### src/rtl/core/corexy_step_command_generator_macros.svh
// Assertion macros used by the back end RTL of the step command generator.
// Every macro samples on clk and is disabled while rst_n is low.
`ifndef COREXY_STEP_COMMAND_GENERATOR_MACROS_SVH
`define COREXY_STEP_COMMAND_GENERATOR_MACROS_SVH

// The consequent must hold in the same cycle as the antecedent.
`define CSG_ASSERT_SAME(lbl, ante, cons, msg) \
    lbl: assert property (@(posedge clk) disable iff (!rst_n) (ante) |-> (cons)) else $error(msg);

// The consequent must hold in the cycle after the antecedent.
`define CSG_ASSERT_NEXT(lbl, ante, cons, msg) \
    lbl: assert property (@(posedge clk) disable iff (!rst_n) (ante) |=> (cons)) else $error(msg);

`endif

### src/rtl/core/csg_pkg.sv
`timescale 1ns / 1ps
// ----------------------------------------------------------------------------
// CoreXY step command generator package
// Shared types and constants of the front end, the queue and the back end.
// ----------------------------------------------------------------------------
package csg_pkg;

    localparam int POS_W   = 24;
    localparam int PULSE_W = 24;
    localparam int MAG_W   = 24;
    localparam int SCALE_W = 16;
    localparam int SPEED_W = 16;
    localparam int STEP_W  = 24;
    localparam int BL_W    = 8;
    localparam int CFG_IDX_W  = 3;
    localparam int CFG_DATA_W = 16;

    localparam logic [CFG_IDX_W-1:0] REG_STEPS_X    = 3'd0;
    localparam logic [CFG_IDX_W-1:0] REG_STEPS_Y    = 3'd1;
    localparam logic [CFG_IDX_W-1:0] REG_STEPS_Z    = 3'd2;
    localparam logic [CFG_IDX_W-1:0] REG_INVERT     = 3'd3;
    localparam logic [CFG_IDX_W-1:0] REG_BASE_SPEED = 3'd4;
    localparam logic [CFG_IDX_W-1:0] REG_BACKLASH   = 3'd5;

    localparam logic [SPEED_W-1:0] MIN_SPEED = 16'd10;
    localparam logic [STEP_W-1:0]  STEP_MAX  = 24'hFFFFFF;

    typedef enum logic [1:0] {
        DIR_UNKNOWN = 2'd0,
        DIR_POS     = 2'd1,
        DIR_NEG     = 2'd2
    } csg_dir_t;

    typedef struct packed {
        logic                       mode;
        logic signed [PULSE_W-1:0]  ta;
        logic signed [PULSE_W-1:0]  tb;
        logic signed [PULSE_W-1:0]  tz;
    } csg_item_t;

    typedef struct packed {
        logic [2:0]          invert;
        logic [SPEED_W-1:0]  base_speed;
        logic [BL_W-1:0]     backlash;
    } csg_move_cfg_t;

    typedef struct packed {
        logic                skipped;
        logic                a_go;
        logic                a_cw;
        logic [SPEED_W-1:0]  a_speed;
        logic [STEP_W-1:0]   a_steps;
        logic                b_go;
        logic                b_cw;
        logic [SPEED_W-1:0]  b_speed;
        logic [STEP_W-1:0]   b_steps;
        logic                z_go;
        logic                z_cw;
        logic [STEP_W-1:0]   z_steps;
    } csg_result_t;

endpackage

### src/rtl/core/corexy_step_command_generator.sv
`timescale 1ns / 1ps
// ----------------------------------------------------------------------------
// CoreXY step command generator
// Turns target positions into per-motor step commands with backlash handling.
// ----------------------------------------------------------------------------
// Targets enter through push/full and each produces exactly one transaction
// on the result side, read through empty/pop in arrival order. A result is
// present while empty is low and leaves on a cycle with pop high.
// Configuration must be written by the user through cfg_we/cfg_index/cfg_data
// only while no transaction is in flight; the block does not enforce this.
// Unused indexes are ignored. The front end handles one item at a time:
// the accept cycle, three multiply and round passes of one shared multiplier
// and the hand-off to the queue, and it holds full high after an accepted
// push until that hand-off. The back end skips the divider for a set-position
// or skipped move and runs the 16-step serial divider of the speed ratio for
// a real move; it takes no new item from the queue until its result is
// written out, so the back end limits sustained throughput for moves.
// A queue of QUEUE_DEPTH items and the output register let the front end
// keep accepting while pop is held low, until both are filled.
// Reset clears the stored pulse counts and direction memory and loads the
// default configuration.
// ----------------------------------------------------------------------------
module corexy_step_command_generator
    import csg_pkg::*;
#(
    parameter int QUEUE_DEPTH = 2
)
(
    input  logic                      clk,
    input  logic                      rst_n,
    input  logic                      cfg_we,
    input  logic [CFG_IDX_W-1:0]      cfg_index,
    input  logic [CFG_DATA_W-1:0]     cfg_data,
    input  logic                      push,
    output logic                      full,
    input  logic                      mode,
    input  logic signed [POS_W-1:0]   target_x,
    input  logic signed [POS_W-1:0]   target_y,
    input  logic signed [POS_W-1:0]   target_z,
    output logic                      empty,
    input  logic                      pop,
    output logic                      skipped,
    output logic                      a_go,
    output logic                      a_cw,
    output logic [SPEED_W-1:0]        a_speed,
    output logic [STEP_W-1:0]         a_steps,
    output logic                      b_go,
    output logic                      b_cw,
    output logic [SPEED_W-1:0]        b_speed,
    output logic [STEP_W-1:0]         b_steps,
    output logic                      z_go,
    output logic                      z_cw,
    output logic [STEP_W-1:0]         z_steps
);

    logic [SCALE_W-1:0]  steps_x_reg, steps_y_reg, steps_z_reg;
    logic [2:0]          invert_reg;
    logic [SPEED_W-1:0]  base_speed_reg;
    logic [BL_W-1:0]     backlash_reg;

    logic           q_push, q_full, q_pop, q_empty;
    csg_item_t      q_wr_data, q_rd_data;
    csg_move_cfg_t  move_cfg;
    csg_result_t    result;

    always_ff @(posedge clk or negedge rst_n)
    begin
        if (!rst_n)
        begin
            steps_x_reg    <= 16'd20480;
            steps_y_reg    <= 16'd20480;
            steps_z_reg    <= 16'd25600;
            invert_reg     <= 3'd0;
            base_speed_reg <= 16'd60;
            backlash_reg   <= 8'd10;
        end
        else if (cfg_we)
        begin
            case (cfg_index)
                REG_STEPS_X:    steps_x_reg    <= cfg_data;
                REG_STEPS_Y:    steps_y_reg    <= cfg_data;
                REG_STEPS_Z:    steps_z_reg    <= cfg_data;
                REG_INVERT:     invert_reg     <= cfg_data[2:0];
                REG_BASE_SPEED: base_speed_reg <= cfg_data;
                REG_BACKLASH:   backlash_reg   <= cfg_data[BL_W-1:0];
                default:        ;
            endcase
        end
    end

    assign move_cfg.invert     = invert_reg;
    assign move_cfg.base_speed = base_speed_reg;
    assign move_cfg.backlash   = backlash_reg;

    csg_front u_front (
        .clk      (clk),
        .rst_n    (rst_n),
        .push     (push),
        .full     (full),
        .mode     (mode),
        .target_x (target_x),
        .target_y (target_y),
        .target_z (target_z),
        .steps_x  (steps_x_reg),
        .steps_y  (steps_y_reg),
        .steps_z  (steps_z_reg),
        .q_push   (q_push),
        .q_data   (q_wr_data),
        .q_full   (q_full)
    );

    csg_fifo #(
        .DEPTH (QUEUE_DEPTH)
    ) u_fifo (
        .clk     (clk),
        .rst_n   (rst_n),
        .wr_en   (q_push),
        .wr_data (q_wr_data),
        .full    (q_full),
        .rd_en   (q_pop),
        .rd_data (q_rd_data),
        .empty   (q_empty)
    );

    csg_back u_back (
        .clk     (clk),
        .rst_n   (rst_n),
        .q_empty (q_empty),
        .q_data  (q_rd_data),
        .q_pop   (q_pop),
        .cfg     (move_cfg),
        .empty   (empty),
        .pop     (pop),
        .result  (result)
    );

    assign skipped = result.skipped;
    assign a_go    = result.a_go;
    assign a_cw    = result.a_cw;
    assign a_speed = result.a_speed;
    assign a_steps = result.a_steps;
    assign b_go    = result.b_go;
    assign b_cw    = result.b_cw;
    assign b_speed = result.b_speed;
    assign b_steps = result.b_steps;
    assign z_go    = result.z_go;
    assign z_cw    = result.z_cw;
    assign z_steps = result.z_steps;

endmodule

### src/rtl/core/csg_front.sv
`timescale 1ns / 1ps
// ----------------------------------------------------------------------------
// Front end
// Accepts targets, applies the CoreXY mapping and converts each axis to
// rounded pulse counts with one shared multiplier.
// ----------------------------------------------------------------------------
module csg_front
    import csg_pkg::*;
(
    input  logic                      clk,
    input  logic                      rst_n,
    input  logic                      push,
    output logic                      full,
    input  logic                      mode,
    input  logic signed [POS_W-1:0]   target_x,
    input  logic signed [POS_W-1:0]   target_y,
    input  logic signed [POS_W-1:0]   target_z,
    input  logic [SCALE_W-1:0]        steps_x,
    input  logic [SCALE_W-1:0]        steps_y,
    input  logic [SCALE_W-1:0]        steps_z,
    output logic                      q_push,
    output csg_item_t                 q_data,
    input  logic                      q_full
);

    typedef enum logic [3:0] {
        F_IDLE = 4'b0001,
        F_MUL  = 4'b0010,
        F_RND  = 4'b0100,
        F_PUSH = 4'b1000
    } front_state_t;

    typedef enum logic [1:0] {
        AXIS_A = 2'd0,
        AXIS_B = 2'd1,
        AXIS_Z = 2'd2
    } axis_t;

    front_state_t state_reg, state_next;
    axis_t        axis_reg, axis_next;

    logic                       mode_reg;
    logic signed [POS_W:0]      pos_a_reg;
    logic signed [POS_W:0]      pos_b_reg;
    logic signed [POS_W-1:0]    pos_z_reg;
    logic signed [POS_W+17:0]   product_reg;
    logic signed [PULSE_W-1:0]  ta_reg, tb_reg, tz_reg;

    logic signed [POS_W:0]      pos_sel;
    logic [SCALE_W-1:0]         scale_sel;
    logic [POS_W+17:0]          prod_mag;
    logic [POS_W+17:0]          prod_rnd;
    logic [PULSE_W-1:0]         q_mag;
    logic signed [PULSE_W-1:0]  pulse;

    always_comb
    begin
        case (axis_reg)
            AXIS_A:
            begin
                pos_sel   = pos_a_reg;
                scale_sel = steps_x;
            end
            AXIS_B:
            begin
                pos_sel   = pos_b_reg;
                scale_sel = steps_y;
            end
            default:
            begin
                pos_sel   = {pos_z_reg[POS_W-1], pos_z_reg};
                scale_sel = steps_z;
            end
        endcase
    end

    assign prod_mag = product_reg[POS_W+17] ? 42'(-product_reg) : 42'(product_reg);
    assign prod_rnd = prod_mag + 42'(1 << 17);
    assign q_mag    = {1'b0, prod_rnd[40:18]};
    assign pulse    = product_reg[POS_W+17] ? -$signed(q_mag) : $signed(q_mag);

    always_comb
    begin
        state_next = state_reg;
        axis_next  = axis_reg;
        unique case (state_reg)
            F_IDLE:
            begin
                if (push)
                begin
                    axis_next  = AXIS_A;
                    state_next = F_MUL;
                end
            end
            F_MUL:
            begin
                state_next = F_RND;
            end
            F_RND:
            begin
                if (axis_reg == AXIS_Z)
                begin
                    state_next = F_PUSH;
                end
                else
                begin
                    axis_next  = axis_t'(axis_reg + 2'd1);
                    state_next = F_MUL;
                end
            end
            F_PUSH:
            begin
                if (!q_full)
                begin
                    state_next = F_IDLE;
                end
            end
            default:
            begin
                state_next = F_IDLE;
            end
        endcase
    end

    always_ff @(posedge clk or negedge rst_n)
    begin
        if (!rst_n)
        begin
            state_reg <= F_IDLE;
            axis_reg  <= AXIS_A;
        end
        else
        begin
            state_reg <= state_next;
            axis_reg  <= axis_next;
        end
    end

    always_ff @(posedge clk)
    begin
        if (state_reg == F_IDLE && push)
        begin
            mode_reg  <= mode;
            pos_a_reg <= {target_y[POS_W-1], target_y} - {target_x[POS_W-1], target_x};
            pos_b_reg <= {target_y[POS_W-1], target_y} + {target_x[POS_W-1], target_x};
            pos_z_reg <= target_z;
        end
        if (state_reg == F_MUL)
        begin
            product_reg <= pos_sel * $signed({1'b0, scale_sel});
        end
        if (state_reg == F_RND)
        begin
            case (axis_reg)
                AXIS_A:  ta_reg <= pulse;
                AXIS_B:  tb_reg <= pulse;
                default: tz_reg <= pulse;
            endcase
        end
    end

    assign full        = (state_reg != F_IDLE);
    assign q_push      = (state_reg == F_PUSH) && !q_full;
    assign q_data.mode = mode_reg;
    assign q_data.ta   = ta_reg;
    assign q_data.tb   = tb_reg;
    assign q_data.tz   = tz_reg;

endmodule

### src/rtl/core/csg_fifo.sv
`timescale 1ns / 1ps
// ----------------------------------------------------------------------------
// Item queue
// Short first-in first-out queue between the front end and the back end.
// ----------------------------------------------------------------------------
module csg_fifo
    import csg_pkg::*;
#(
    parameter int DEPTH = 2
)
(
    input  logic       clk,
    input  logic       rst_n,
    input  logic       wr_en,
    input  csg_item_t  wr_data,
    output logic       full,
    input  logic       rd_en,
    output csg_item_t  rd_data,
    output logic       empty
);

    localparam int PTR_W = (DEPTH > 1) ? $clog2(DEPTH) : 1;
    localparam int CNT_W = $clog2(DEPTH + 1);

    csg_item_t          mem [DEPTH];
    logic [PTR_W-1:0]   wr_ptr_reg, rd_ptr_reg;
    logic [CNT_W-1:0]   count_reg;
    logic               do_wr, do_rd;

    assign do_wr = wr_en && !full;
    assign do_rd = rd_en && !empty;

    always_ff @(posedge clk or negedge rst_n)
    begin
        if (!rst_n)
        begin
            wr_ptr_reg <= '0;
            rd_ptr_reg <= '0;
            count_reg  <= '0;
        end
        else
        begin
            if (do_wr)
            begin
                wr_ptr_reg <= (wr_ptr_reg == PTR_W'(DEPTH - 1)) ? '0 : wr_ptr_reg + 1'b1;
            end
            if (do_rd)
            begin
                rd_ptr_reg <= (rd_ptr_reg == PTR_W'(DEPTH - 1)) ? '0 : rd_ptr_reg + 1'b1;
            end
            if (do_wr && !do_rd)
            begin
                count_reg <= count_reg + 1'b1;
            end
            else if (do_rd && !do_wr)
            begin
                count_reg <= count_reg - 1'b1;
            end
        end
    end

    always_ff @(posedge clk)
    begin
        if (do_wr)
        begin
            mem[wr_ptr_reg] <= wr_data;
        end
    end

    assign rd_data = mem[rd_ptr_reg];
    assign full    = (count_reg == CNT_W'(DEPTH));
    assign empty   = (count_reg == '0);

endmodule

### src/rtl/core/csg_back.sv
`timescale 1ns / 1ps
// ----------------------------------------------------------------------------
// Back end
// Forms deltas against the stored pulse counts, divides the speed ratio
// serially for real moves and builds one result per item: a move command, or a skipped or set-position result.
// ----------------------------------------------------------------------------
module csg_back
    import csg_pkg::*;
(
    input  logic           clk,
    input  logic           rst_n,
    input  logic           q_empty,
    input  csg_item_t      q_data,
    output logic           q_pop,
    input  csg_move_cfg_t  cfg,
    output logic           empty,
    input  logic           pop,
    output csg_result_t    result
);

`include "corexy_step_command_generator_macros.svh"

    typedef enum logic [4:0] {
        B_IDLE  = 5'b00001,
        B_DELTA = 5'b00010,
        B_SETUP = 5'b00100,
        B_DIV   = 5'b01000,
        B_DONE  = 5'b10000
    } back_state_t;

    localparam int NUM_W = SPEED_W + MAG_W;

    back_state_t state_reg, state_next;

    csg_item_t                  item_reg;
    logic signed [PULSE_W-1:0]  abs_a_reg, abs_b_reg, abs_z_reg;
    csg_dir_t                   last_a_reg, last_b_reg;
    logic [MAG_W-1:0]           mag_a_reg, mag_b_reg, mag_z_reg;
    logic                       neg_a_reg, neg_b_reg, neg_z_reg;
    logic [NUM_W-1:0]           rem_reg;
    logic [NUM_W-1:0]           dvs_reg;
    logic [SPEED_W-1:0]         quo_reg;
    logic [3:0]                 cnt_reg;
    logic                       out_valid_reg;
    csg_result_t                out_reg;

    logic signed [PULSE_W:0]    da, db, dz;
    logic                       a_big;
    logic [MAG_W-1:0]           big, small_mag;
    logic                       small_move;
    logic                       write_out;
    csg_result_t                res;
    logic                       rev_a, rev_b;
    logic [STEP_W:0]            sum_a, sum_b;
    csg_dir_t                   dir_a, dir_b;

    function automatic logic [SPEED_W-1:0] clamp_speed(input logic [SPEED_W-1:0] s);
        clamp_speed = (s < MIN_SPEED) ? MIN_SPEED : s;
    endfunction

    function automatic logic [STEP_W-1:0] sat_steps(input logic [STEP_W:0] s);
        sat_steps = s[STEP_W] ? STEP_MAX : s[STEP_W-1:0];
    endfunction

    assign da = {item_reg.ta[PULSE_W-1], item_reg.ta} - {abs_a_reg[PULSE_W-1], abs_a_reg};
    assign db = {item_reg.tb[PULSE_W-1], item_reg.tb} - {abs_b_reg[PULSE_W-1], abs_b_reg};
    assign dz = {item_reg.tz[PULSE_W-1], item_reg.tz} - {abs_z_reg[PULSE_W-1], abs_z_reg};

    assign a_big      = (mag_a_reg >= mag_b_reg);
    assign big        = a_big ? mag_a_reg : mag_b_reg;
    assign small_mag  = a_big ? mag_b_reg : mag_a_reg;
    assign small_move = (mag_a_reg[MAG_W-1:1] == '0) && (mag_b_reg[MAG_W-1:1] == '0)
                        && (mag_z_reg[MAG_W-1:1] == '0);

    assign dir_a = neg_a_reg ? DIR_NEG : DIR_POS;
    assign dir_b = neg_b_reg ? DIR_NEG : DIR_POS;
    assign rev_a = (last_a_reg != DIR_UNKNOWN) && (last_a_reg != dir_a);
    assign rev_b = (last_b_reg != DIR_UNKNOWN) && (last_b_reg != dir_b);
    assign sum_a = {1'b0, mag_a_reg} + (rev_a ? (STEP_W+1)'(cfg.backlash) : '0);
    assign sum_b = {1'b0, mag_b_reg} + (rev_b ? (STEP_W+1)'(cfg.backlash) : '0);

    always_comb
    begin
        res = '0;
        if (!item_reg.mode)
        begin
            if (small_move)
            begin
                res.skipped = 1'b1;
            end
            else
            begin
                if (mag_a_reg != '0)
                begin
                    res.a_go    = 1'b1;
                    res.a_cw    = !neg_a_reg ^ cfg.invert[0];
                    res.a_speed = clamp_speed(a_big ? cfg.base_speed : quo_reg);
                    res.a_steps = sat_steps(sum_a);
                end
                if (mag_b_reg != '0)
                begin
                    res.b_go    = 1'b1;
                    res.b_cw    = !neg_b_reg ^ cfg.invert[1];
                    res.b_speed = clamp_speed(a_big ? quo_reg : cfg.base_speed);
                    res.b_steps = sat_steps(sum_b);
                end
                if (mag_z_reg != '0)
                begin
                    res.z_go    = 1'b1;
                    res.z_cw    = !neg_z_reg ^ cfg.invert[2];
                    res.z_steps = mag_z_reg;
                end
            end
        end
    end

    assign write_out = (state_reg == B_DONE) && (!out_valid_reg || pop);
    assign q_pop     = (state_reg == B_IDLE) && !q_empty;

    always_comb
    begin
        state_next = state_reg;
        unique case (state_reg)
            B_IDLE:
            begin
                if (!q_empty)
                begin
                    state_next = B_DELTA;
                end
            end
            B_DELTA:
            begin
                state_next = B_SETUP;
            end
            B_SETUP:
            begin
                state_next = (item_reg.mode || small_move) ? B_DONE : B_DIV;
            end
            B_DIV:
            begin
                if (cnt_reg == '0)
                begin
                    state_next = B_DONE;
                end
            end
            B_DONE:
            begin
                if (write_out)
                begin
                    state_next = B_IDLE;
                end
            end
            default:
            begin
                state_next = B_IDLE;
            end
        endcase
    end

    always_ff @(posedge clk or negedge rst_n)
    begin
        if (!rst_n)
        begin
            state_reg     <= B_IDLE;
            out_valid_reg <= 1'b0;
            abs_a_reg     <= '0;
            abs_b_reg     <= '0;
            abs_z_reg     <= '0;
            last_a_reg    <= DIR_UNKNOWN;
            last_b_reg    <= DIR_UNKNOWN;
        end
        else
        begin
            state_reg <= state_next;
            if (write_out)
            begin
                out_valid_reg <= 1'b1;
            end
            else if (pop)
            begin
                out_valid_reg <= 1'b0;
            end
            if (write_out && (item_reg.mode || !small_move))
            begin
                abs_a_reg <= item_reg.ta;
                abs_b_reg <= item_reg.tb;
                abs_z_reg <= item_reg.tz;
                if (item_reg.mode)
                begin
                    last_a_reg <= DIR_UNKNOWN;
                    last_b_reg <= DIR_UNKNOWN;
                end
                else
                begin
                    if (mag_a_reg != '0)
                    begin
                        last_a_reg <= dir_a;
                    end
                    if (mag_b_reg != '0)
                    begin
                        last_b_reg <= dir_b;
                    end
                end
            end
        end
    end

    always_ff @(posedge clk)
    begin
        if (q_pop)
        begin
            item_reg <= q_data;
        end
        if (state_reg == B_DELTA)
        begin
            neg_a_reg <= da[PULSE_W];
            neg_b_reg <= db[PULSE_W];
            neg_z_reg <= dz[PULSE_W];
            mag_a_reg <= da[PULSE_W] ? MAG_W'(-da) : MAG_W'(da);
            mag_b_reg <= db[PULSE_W] ? MAG_W'(-db) : MAG_W'(db);
            mag_z_reg <= dz[PULSE_W] ? MAG_W'(-dz) : MAG_W'(dz);
        end
        if (state_reg == B_SETUP)
        begin
            rem_reg <= NUM_W'(cfg.base_speed * small_mag);
            dvs_reg <= {1'b0, big, 15'd0};
            quo_reg <= '0;
            cnt_reg <= 4'd15;
        end
        if (state_reg == B_DIV)
        begin
            if (rem_reg >= dvs_reg)
            begin
                rem_reg <= rem_reg - dvs_reg;
                quo_reg <= {quo_reg[SPEED_W-2:0], 1'b1};
            end
            else
            begin
                quo_reg <= {quo_reg[SPEED_W-2:0], 1'b0};
            end
            dvs_reg <= dvs_reg >> 1;
            cnt_reg <= cnt_reg - 1'b1;
        end
        if (write_out)
        begin
            out_reg <= res;
        end
    end

    assign empty  = !out_valid_reg;
    assign result = out_reg;

    `CSG_ASSERT_NEXT(a_div_ends, (state_reg == B_DIV) && (cnt_reg == '0),
        state_reg == B_DONE, "divider did not finish after sixteen steps")
    `CSG_ASSERT_SAME(a_skip_clean, out_valid_reg && out_reg.skipped,
        !out_reg.a_go && !out_reg.b_go && !out_reg.z_go, "skipped move carries a motor command")
    `CSG_ASSERT_SAME(a_min_speed, out_valid_reg && out_reg.a_go,
        out_reg.a_speed >= MIN_SPEED, "motor A speed below minimum")
    `CSG_ASSERT_NEXT(a_dir_known, write_out && res.a_go,
        last_a_reg != DIR_UNKNOWN, "motor A direction not recorded after move")

endmodule

### config.mk
export PLATFORM = sky130hd
export DESIGN_NAME = corexy_step_command_generator
export DESIGN_NICKNAME = d
export VERILOG_FILES = /design/src/rtl/core/csg_pkg.sv /design/src/rtl/core/corexy_step_command_generator.sv /design/src/rtl/core/csg_front.sv /design/src/rtl/core/csg_fifo.sv /design/src/rtl/core/csg_back.sv
export VERILOG_INCLUDE_DIRS = /design/src /design/src/rtl/core
export SDC_FILE = /design/constraint.sdc
export NUM_CORES = 2
export LEC_CHECK = 0
export ABC_AREA = 1
export ABC_CLOCK_PERIOD_IN_PS = 14700
export BUFFER_PORTS_ARGS = -buffer_cell sky130_fd_sc_hd__buf_2
export CAP_MARGIN = 20
export CORE_UTILIZATION = 55
export DETAILED_ROUTE_END_ITERATION = 7
export PLACE_DENSITY = 0.7
export SKIP_LAST_GASP = 1
export SYNTH_ARGS = -nofsm -noshare
export SYNTH_HDL_FRONTEND = slang
export SYNTH_SLANG_ARGS = --single-unit
### constraint.sdc
create_clock -name clk -period 14.7 [get_ports clk]
set_input_delay 1.47 -clock clk [delete_from_list [all_inputs] [get_ports clk]]
set_output_delay 1.47 -clock clk [all_outputs]
set_load 0.02 [all_outputs]
# --- Yosys cells after proc, flatten, opt, wreduce, memory -nomap -nowiden ---
# Memory sizes are Yosys's and may differ from the RTL's. A register that Yosys moved wholly into a read port is not among the register bits.
# Cells that the tools add are included.
totals:
  inputBits: 97
  out_inout_bits: 113
  n_memories: 1
  ramBits: 146
  reg_bits: 641
  elab_cells: 232
memory_table:
  columns: ["memory", "words", "width", "read_ports", "rd_ports_with_merged_regs", "wr", "line_no", "source"]
  rows:
  - ["u_fifo.mem", 2, 73, 1, 1, 1, "csg_fifo.sv:25", "csg_item_t mem [DEPTH];"]
classes:
  reduce_logical: 64
  eq_ne: 26
  n_addsub: 20
  bitwise_logic: 7
  multipliers: 2
  n_lt_le_gt_ge: 4
  n_mux: 57
ops:
  columns: ["op", "count"]
  rows:
  - ["$mux 24", 8]
  - ["$mux 40", 3]
  - ["$sub 24x24->25", 4]
  - ["$mux 16", 6]
  - ["$mux 42", 2]
  - ["$neg 24->24", 3]
  - ["$reduce_bool 24->1", 3]
  - ["$logic_not 23->1", 3]
  - ["$add 24x25->25", 2]
  - ["$pmux 25 s2", 1]
  - ["$mul 25x17->42", 1]
  - ["$add 41x18->41 const B", 1]
  - ["$mux 41", 1]
  - ["$neg 41->41", 1]
  - ["$ge 40x39->1", 1]
  - ["$mul 16x24->40", 1]
  - ["$sub 40x39->40", 1]
  - ["$mux 39", 1]
  - ["$mux 38", 1]
  - ["$lt 16x4->1 const B", 2]
  - ["$pmux 16 s2", 1]
  - ["$mux 26", 1]
  - ["$add 24x24->25", 1]
  - ["$pmux 5 s5", 1]
  - ["45 further kinds", 130]

# --- Longest topological paths before layout ---
logic_depth:
  ltp_word: 8
  ltp_mapped: 43

# --- Cells and area by module ---
# From an unflattened synthesis, not the netlist that was laid out.
unflattened:
  hier_cells: 9173
  hier_area_um2: 75581.2
modules_own_cells:
  columns: ["mod", "instances", "area_per_inst_um2", "cells_per_inst", "seq_area_each_um2"]
  rows:
  - ["csg_back", 1, 40915.5, 5311, 12403.1]
  - ["csg_front", 1, 26137.6, 3115, 5796.8]
  - ["csg_fifo", 1, 5541.6, 413, 4484.3]
  - ["corexy_step_command_generator", 1, 2986.6, 334, 1893.1]

# --- Worst setup path before layout ---
# Ideal clock, no wire load.
synth_path:
  kind: "input to register"
  startpoint: "input pop"
  endpoint: "register u_back.abs_z_reg[1]"
  setup_time_ns: 0.134
  setup_slack_ns: 6.597
  arrival_time_ns: 7.969
  stages: 7
  t_required_ns: 14.566
  n_path_buf: 2
  cell_sequence: "nor2_1 > nor2_1 > nand2_1 > inv_2 > clkbuf_1 > clkbuf_1 > o21ai_0"
synth_between:
  elab_chain_len: 3
synth_lines:
  columns: ["item", "line_no", "source"]
  rows:
  - ["start: declaration", "corexy_step_command_generator.sv:41", "input logic pop,"]
  - ["$logic_or 1x1->1", "csg_back.sv:117", "assign write_out = (state_reg == B_DONE) && (!out_valid_reg || pop);"]
  - ["$logic_and 1x1->1", "csg_back.sv:117", null]
  - ["via u_back.write_out", "csg_back.sv:51", "logic write_out;"]
  - ["$logic_and 1x1->1", "csg_back.sv:183", "if (write_out && (item_reg.mode || !small_move))"]
  - ["end signal: assignment", "csg_back.sv:187", "abs_z_reg <= item_reg.tz;"]
  - ["end: declaration", "csg_back.sv:36", "logic signed [PULSE_W-1:0] abs_a_reg, abs_b_reg, abs_z_reg;"]
# The timed path passes the listed nets, and every way through them passes these cells.
# A chain may end at the register's enable or synchronous reset.

# --- Worst setup path in the final report ---
layout_path:
  startpoint: "register u_back.mag_a_reg[23]"
  endpoint: "register u_back.rem_reg[32]"
layout_between:
  elab_chain_len: 6
layout_lines:
  columns: ["item", "line_no", "source"]
  rows:
  - ["start: declaration", "csg_back.sv:38", "logic [MAG_W-1:0] mag_a_reg, mag_b_reg, mag_z_reg;"]
  - ["start signal: assignment", "csg_back.sv:219", "mag_a_reg <= da[PULSE_W] ? MAG_W'(-da) : MAG_W'(da);"]
  - ["$ge 24x24->1", "csg_back.sv:69", "assign a_big = (mag_a_reg >= mag_b_reg);"]
  - ["$mux 24 *", "csg_back.sv:71", "assign small_mag = a_big ? mag_b_reg : mag_a_reg;"]
  - ["$mul 16x24->40 *", "csg_back.sv:225", "rem_reg <= NUM_W'(cfg.base_speed * small_mag);"]
  - ["$mux 40 *", "csg_back.sv:223", "if (state_reg == B_SETUP)"]
  - ["$mux 40", "csg_back.sv:232", "if (rem_reg >= dvs_reg)"]
  - ["$mux 40 *", "csg_back.sv:230", "if (state_reg == B_DIV)"]
  - ["end signal: assignment", "csg_back.sv:225", null]
  - ["end signal: assignment", "csg_back.sv:234", "rem_reg <= rem_reg - dvs_reg;"]
  - ["end: declaration", "csg_back.sv:40", "logic [NUM_W-1:0] rem_reg;"]
# Mark *: on every way between the ends. The rest lies on a longest branch, timed or not.

==> out/metrics.yaml <==
clock_tree:
  clk_path_buf_depth: 3
  cts_setup_buffers: 0
  clkTransAtPathRegs_ns: 0.06
  clk_latency_ns: 0.73
  ctsHoldBuffers: 0
  cts-htree-levels: 3
  numCtsBuffers: 93
  cts_sinks: 859
  ctsResizeCount: 0
  tritoncts: "built"
  cts-root-buf: "clkbuf_16"
routing:
  remaining_drc_errors: 1
  avgViaCountPerCell: 5.52
  wl_per_cell_um: 20.4
  dr_total_vias: 56700
  first_pass_iters: 8
  totalWireLength_um: 210000
  detail-route-antenna-nets: 0
  drt_iter0_markers: 4821
critical_path:
  critical_path_arrival_ns: 10.26
  crit_fanout: 45
  cpMaxStageDelayCell: "o21ai_1"
  end_kind: "flip-flop"
  critPathMaxStageDelay_ns: 0.58
  path_class: "reg -> reg"
  start_kind: "flip-flop"
  r2r.worst_path.cells: 34
  required_ns: 15.30
  reg2reg_to: "u_back.rem_reg[32]$_DFF_P_"
  reg2reg_slack_ns: 5.04
  cpMostUsedCell: "nand2_1"
  r2r-start: "u_back.mag_a_reg[23]$_DFFE_PP_"
die:
  rows: 133
  ioPinCount: 210
  die_h_um: 366
  initial_utilization_pct: 55.4
  die_w_um: 366
  core_um2: 131000
  dieArea_um2: 134000
synthesis:
  synth_async_sr_flop_share_pct: 19.4
  synth_top_area_cell: "edfxtp_1"
  synth_top_area_share_pct: 26.9
  ys_seq_area_share_pct: 33.8
  synth_seq_cells: 859
  synth_cells: 8291
  ys.flop_type: "edfxtp_1"
  syn_avg_cell_area_um2: 8.78
  syn_area_um2: 72800
  synth-edff-count: 652
  yosys_warnings: 0
  synthTopCellsByArea: "edfxtp_1 27%, fa_1 19%, nand2_1 8.9%"
  syn_nets: 9517
  synthDistinctLibCells: 69
timing:
  relSlewSlack_pct: 23.2
  hold_ws_ns: 0.444
  fmax_mhz: 103
  clock_skew_ns: 0.0719
  hold_violations: 0
  tns_ns: 0
  finalWorstSetupSlack_ns: 5.04
  finalMaxSlewViolations: 0
  fin_crit_sh_pct: 65.7
  layout_min_cycle_time_ns: 9.66
  rsz0062_at_grt: "no"
  worstMarginPinSlew_ns: 1.15
  finalSetupViolCount: 0
hold_path:
  hp-class: "reg -> reg"
  hold_depth: 0
  hold_end: "u_fifo.mem[1][49]$_DFFE_PP_"
  holdCritStartpoint: "u_front.ta_reg[1]$_DFFE_PP_"
placement:
  finalWeightedCongestion: 0.989
  portBuffers: 209
  dpl_worst_slack_ns: 4.74
  dp.final_hpwl_um: 164000
global_route:
  gr-usage-met1_pct: 44.0
  use_met3_pct: 4.27
  grt_pass1_vias: 57200
  grt_max_degree: 139
  antenna_found_initial: 11
  grt_overflow: 0
  grt_busiest_layer: "met2"
  globalRouteTotalUtil_pct: 31.8
  grt_use_met2_pct: 50.8
  grt_pass1_wl_um: 329000
cells_and_area:
  final_common_cell: "nand2_1"
  syn2layout_area_growth_pct: 8.42
  layout_common_cells: "1722 x nand2_1, 1671 x inv_1, 722 x nor2_1, 705 x fa_1, 652 x edfxtp_1"
  n_fill_cell: 11500
  nets: 9668
  largest_reg_flops: 146
  drive_above_1_share_pct: 7.71
status:
  violations: "DRC"
  outcome: "finished with violations"
flow_run:
  cap_violations: 0
Yosys cell counts, types with 21 or more instances:
cell type and n:
fa_1 705, o211ai_1 24, o21a_1 21, nand2_2 32, clkbuf_1 197, edfxtp_1 652, o21ai_1 43, dfxtp_1 40
xor2_1 217, a31oi_1 45, buf_2 27, mux2_2 73, inv_1 1671, ha_1 424, dfrtp_1 152, nor2_1 732
nand4_1 58, nor4_1 35, nor2_2 23, nand2_1 1723, o21ai_0 398, a21oi_1 376, nor3_1 56, o21bai_1 24
xnor2_1 86, nand3_1 211
area by class of cell:
class,count,area (µm²),share of cell area (%)
clock buffer,125,2530,3.20
timing repair buffer,290,1700,2.16
tap,1755,2200,2.78
sequential,859,24600,31.1
multi-input combinational,5504,41000,52.0
clock inverter,46,547,0.693
antenna,2,5.00,0.00634
inverter,1694,6360,8.06
critical path, delay by kind of cell, from the launching register on:
| kind | cells | cell delay [ns] |
|---|---|---|
| adder cells (fa/ha/maj) | 8 | 3.78 |
| AND/OR/NAND/NOR | 13 | 2.06 |
| AO/OA/AOI/OAI | 5 | 1.67 |
| buffers and inverters | 8 | 1.47 |
| flip-flops | 1 | 0.53 |
worst max path at each step:
stage	startpoint	to	slack [ns]
after CTS	u_back.mag_b_reg[9]$_DFFE_PP_	u_back.rem_reg[32]$_DFF_P_	4.73
after global routing	u_back.mag_a_reg[23]$_DFFE_PP_	u_back.rem_reg[37]$_DFF_P_	4.48
final	u_back.mag_a_reg[23]$_DFFE_PP_	u_back.rem_reg[32]$_DFF_P_	5.04
after global placement	u_back.mag_a_reg[23]$_DFFE_PP_	u_back.rem_reg[32]$_DFF_P_	4.81
after detailed placement	u_back.mag_a_reg[23]$_DFFE_PP_	u_back.rem_reg[32]$_DFF_P_	4.74
after floorplan	pop	u_back.abs_z_reg[1]$_DFFE_PN0P_	6.60
kinds of logic (layout without fill, tap and decap cells):
| kind of cell | Yosys count | after routing | synth area share, % |
|---|---|---|---|
| DFF | 859 | 859 | 33.8 |
| AOI/OAI and AO/OA | 1066 | 1066 | 8.25 |
| adders and majority gates | 1129 | 1129 | 26.7 |
| muxes | 75 | 75 | 1.16 |
| other | 0 | 2 | 0 |
| buffers and inverters | 1928 | 2155 | 10.0 |
| xor gates and xnor gates | 307 | 307 | 3.73 |
| and+or+nand+nor | 2927 | 2927 | 16.4 |
stage by stage:
| step | std cells | area (µm²) | util (%) |
|---|---|---|---|
| 6_report | 10300 | 78900 | 60.0 |
| 5_1_grt | 10300 | 78900 | 60.0 |
| 4_1_cts | 10300 | 78900 | 60.0 |
| 3_5_place_dp | 10100 | 75800 | 57.6 |
| 3_3_place_gp | 10100 | 75800 | 57.6 |
| 2_1_floorplan | 8291 | 72800 | - |
routing by layer:
layer,vias up,share of wire [%]
met5,-,0.027
met2,2052,46
met1,27800,43
met4,10,4.5
met3,454,6.8
li1,26400,-
Power is left out: the tool's default activity adds up to more than one toggle a clock period on the data nets, which glitch-free logic cannot reach.
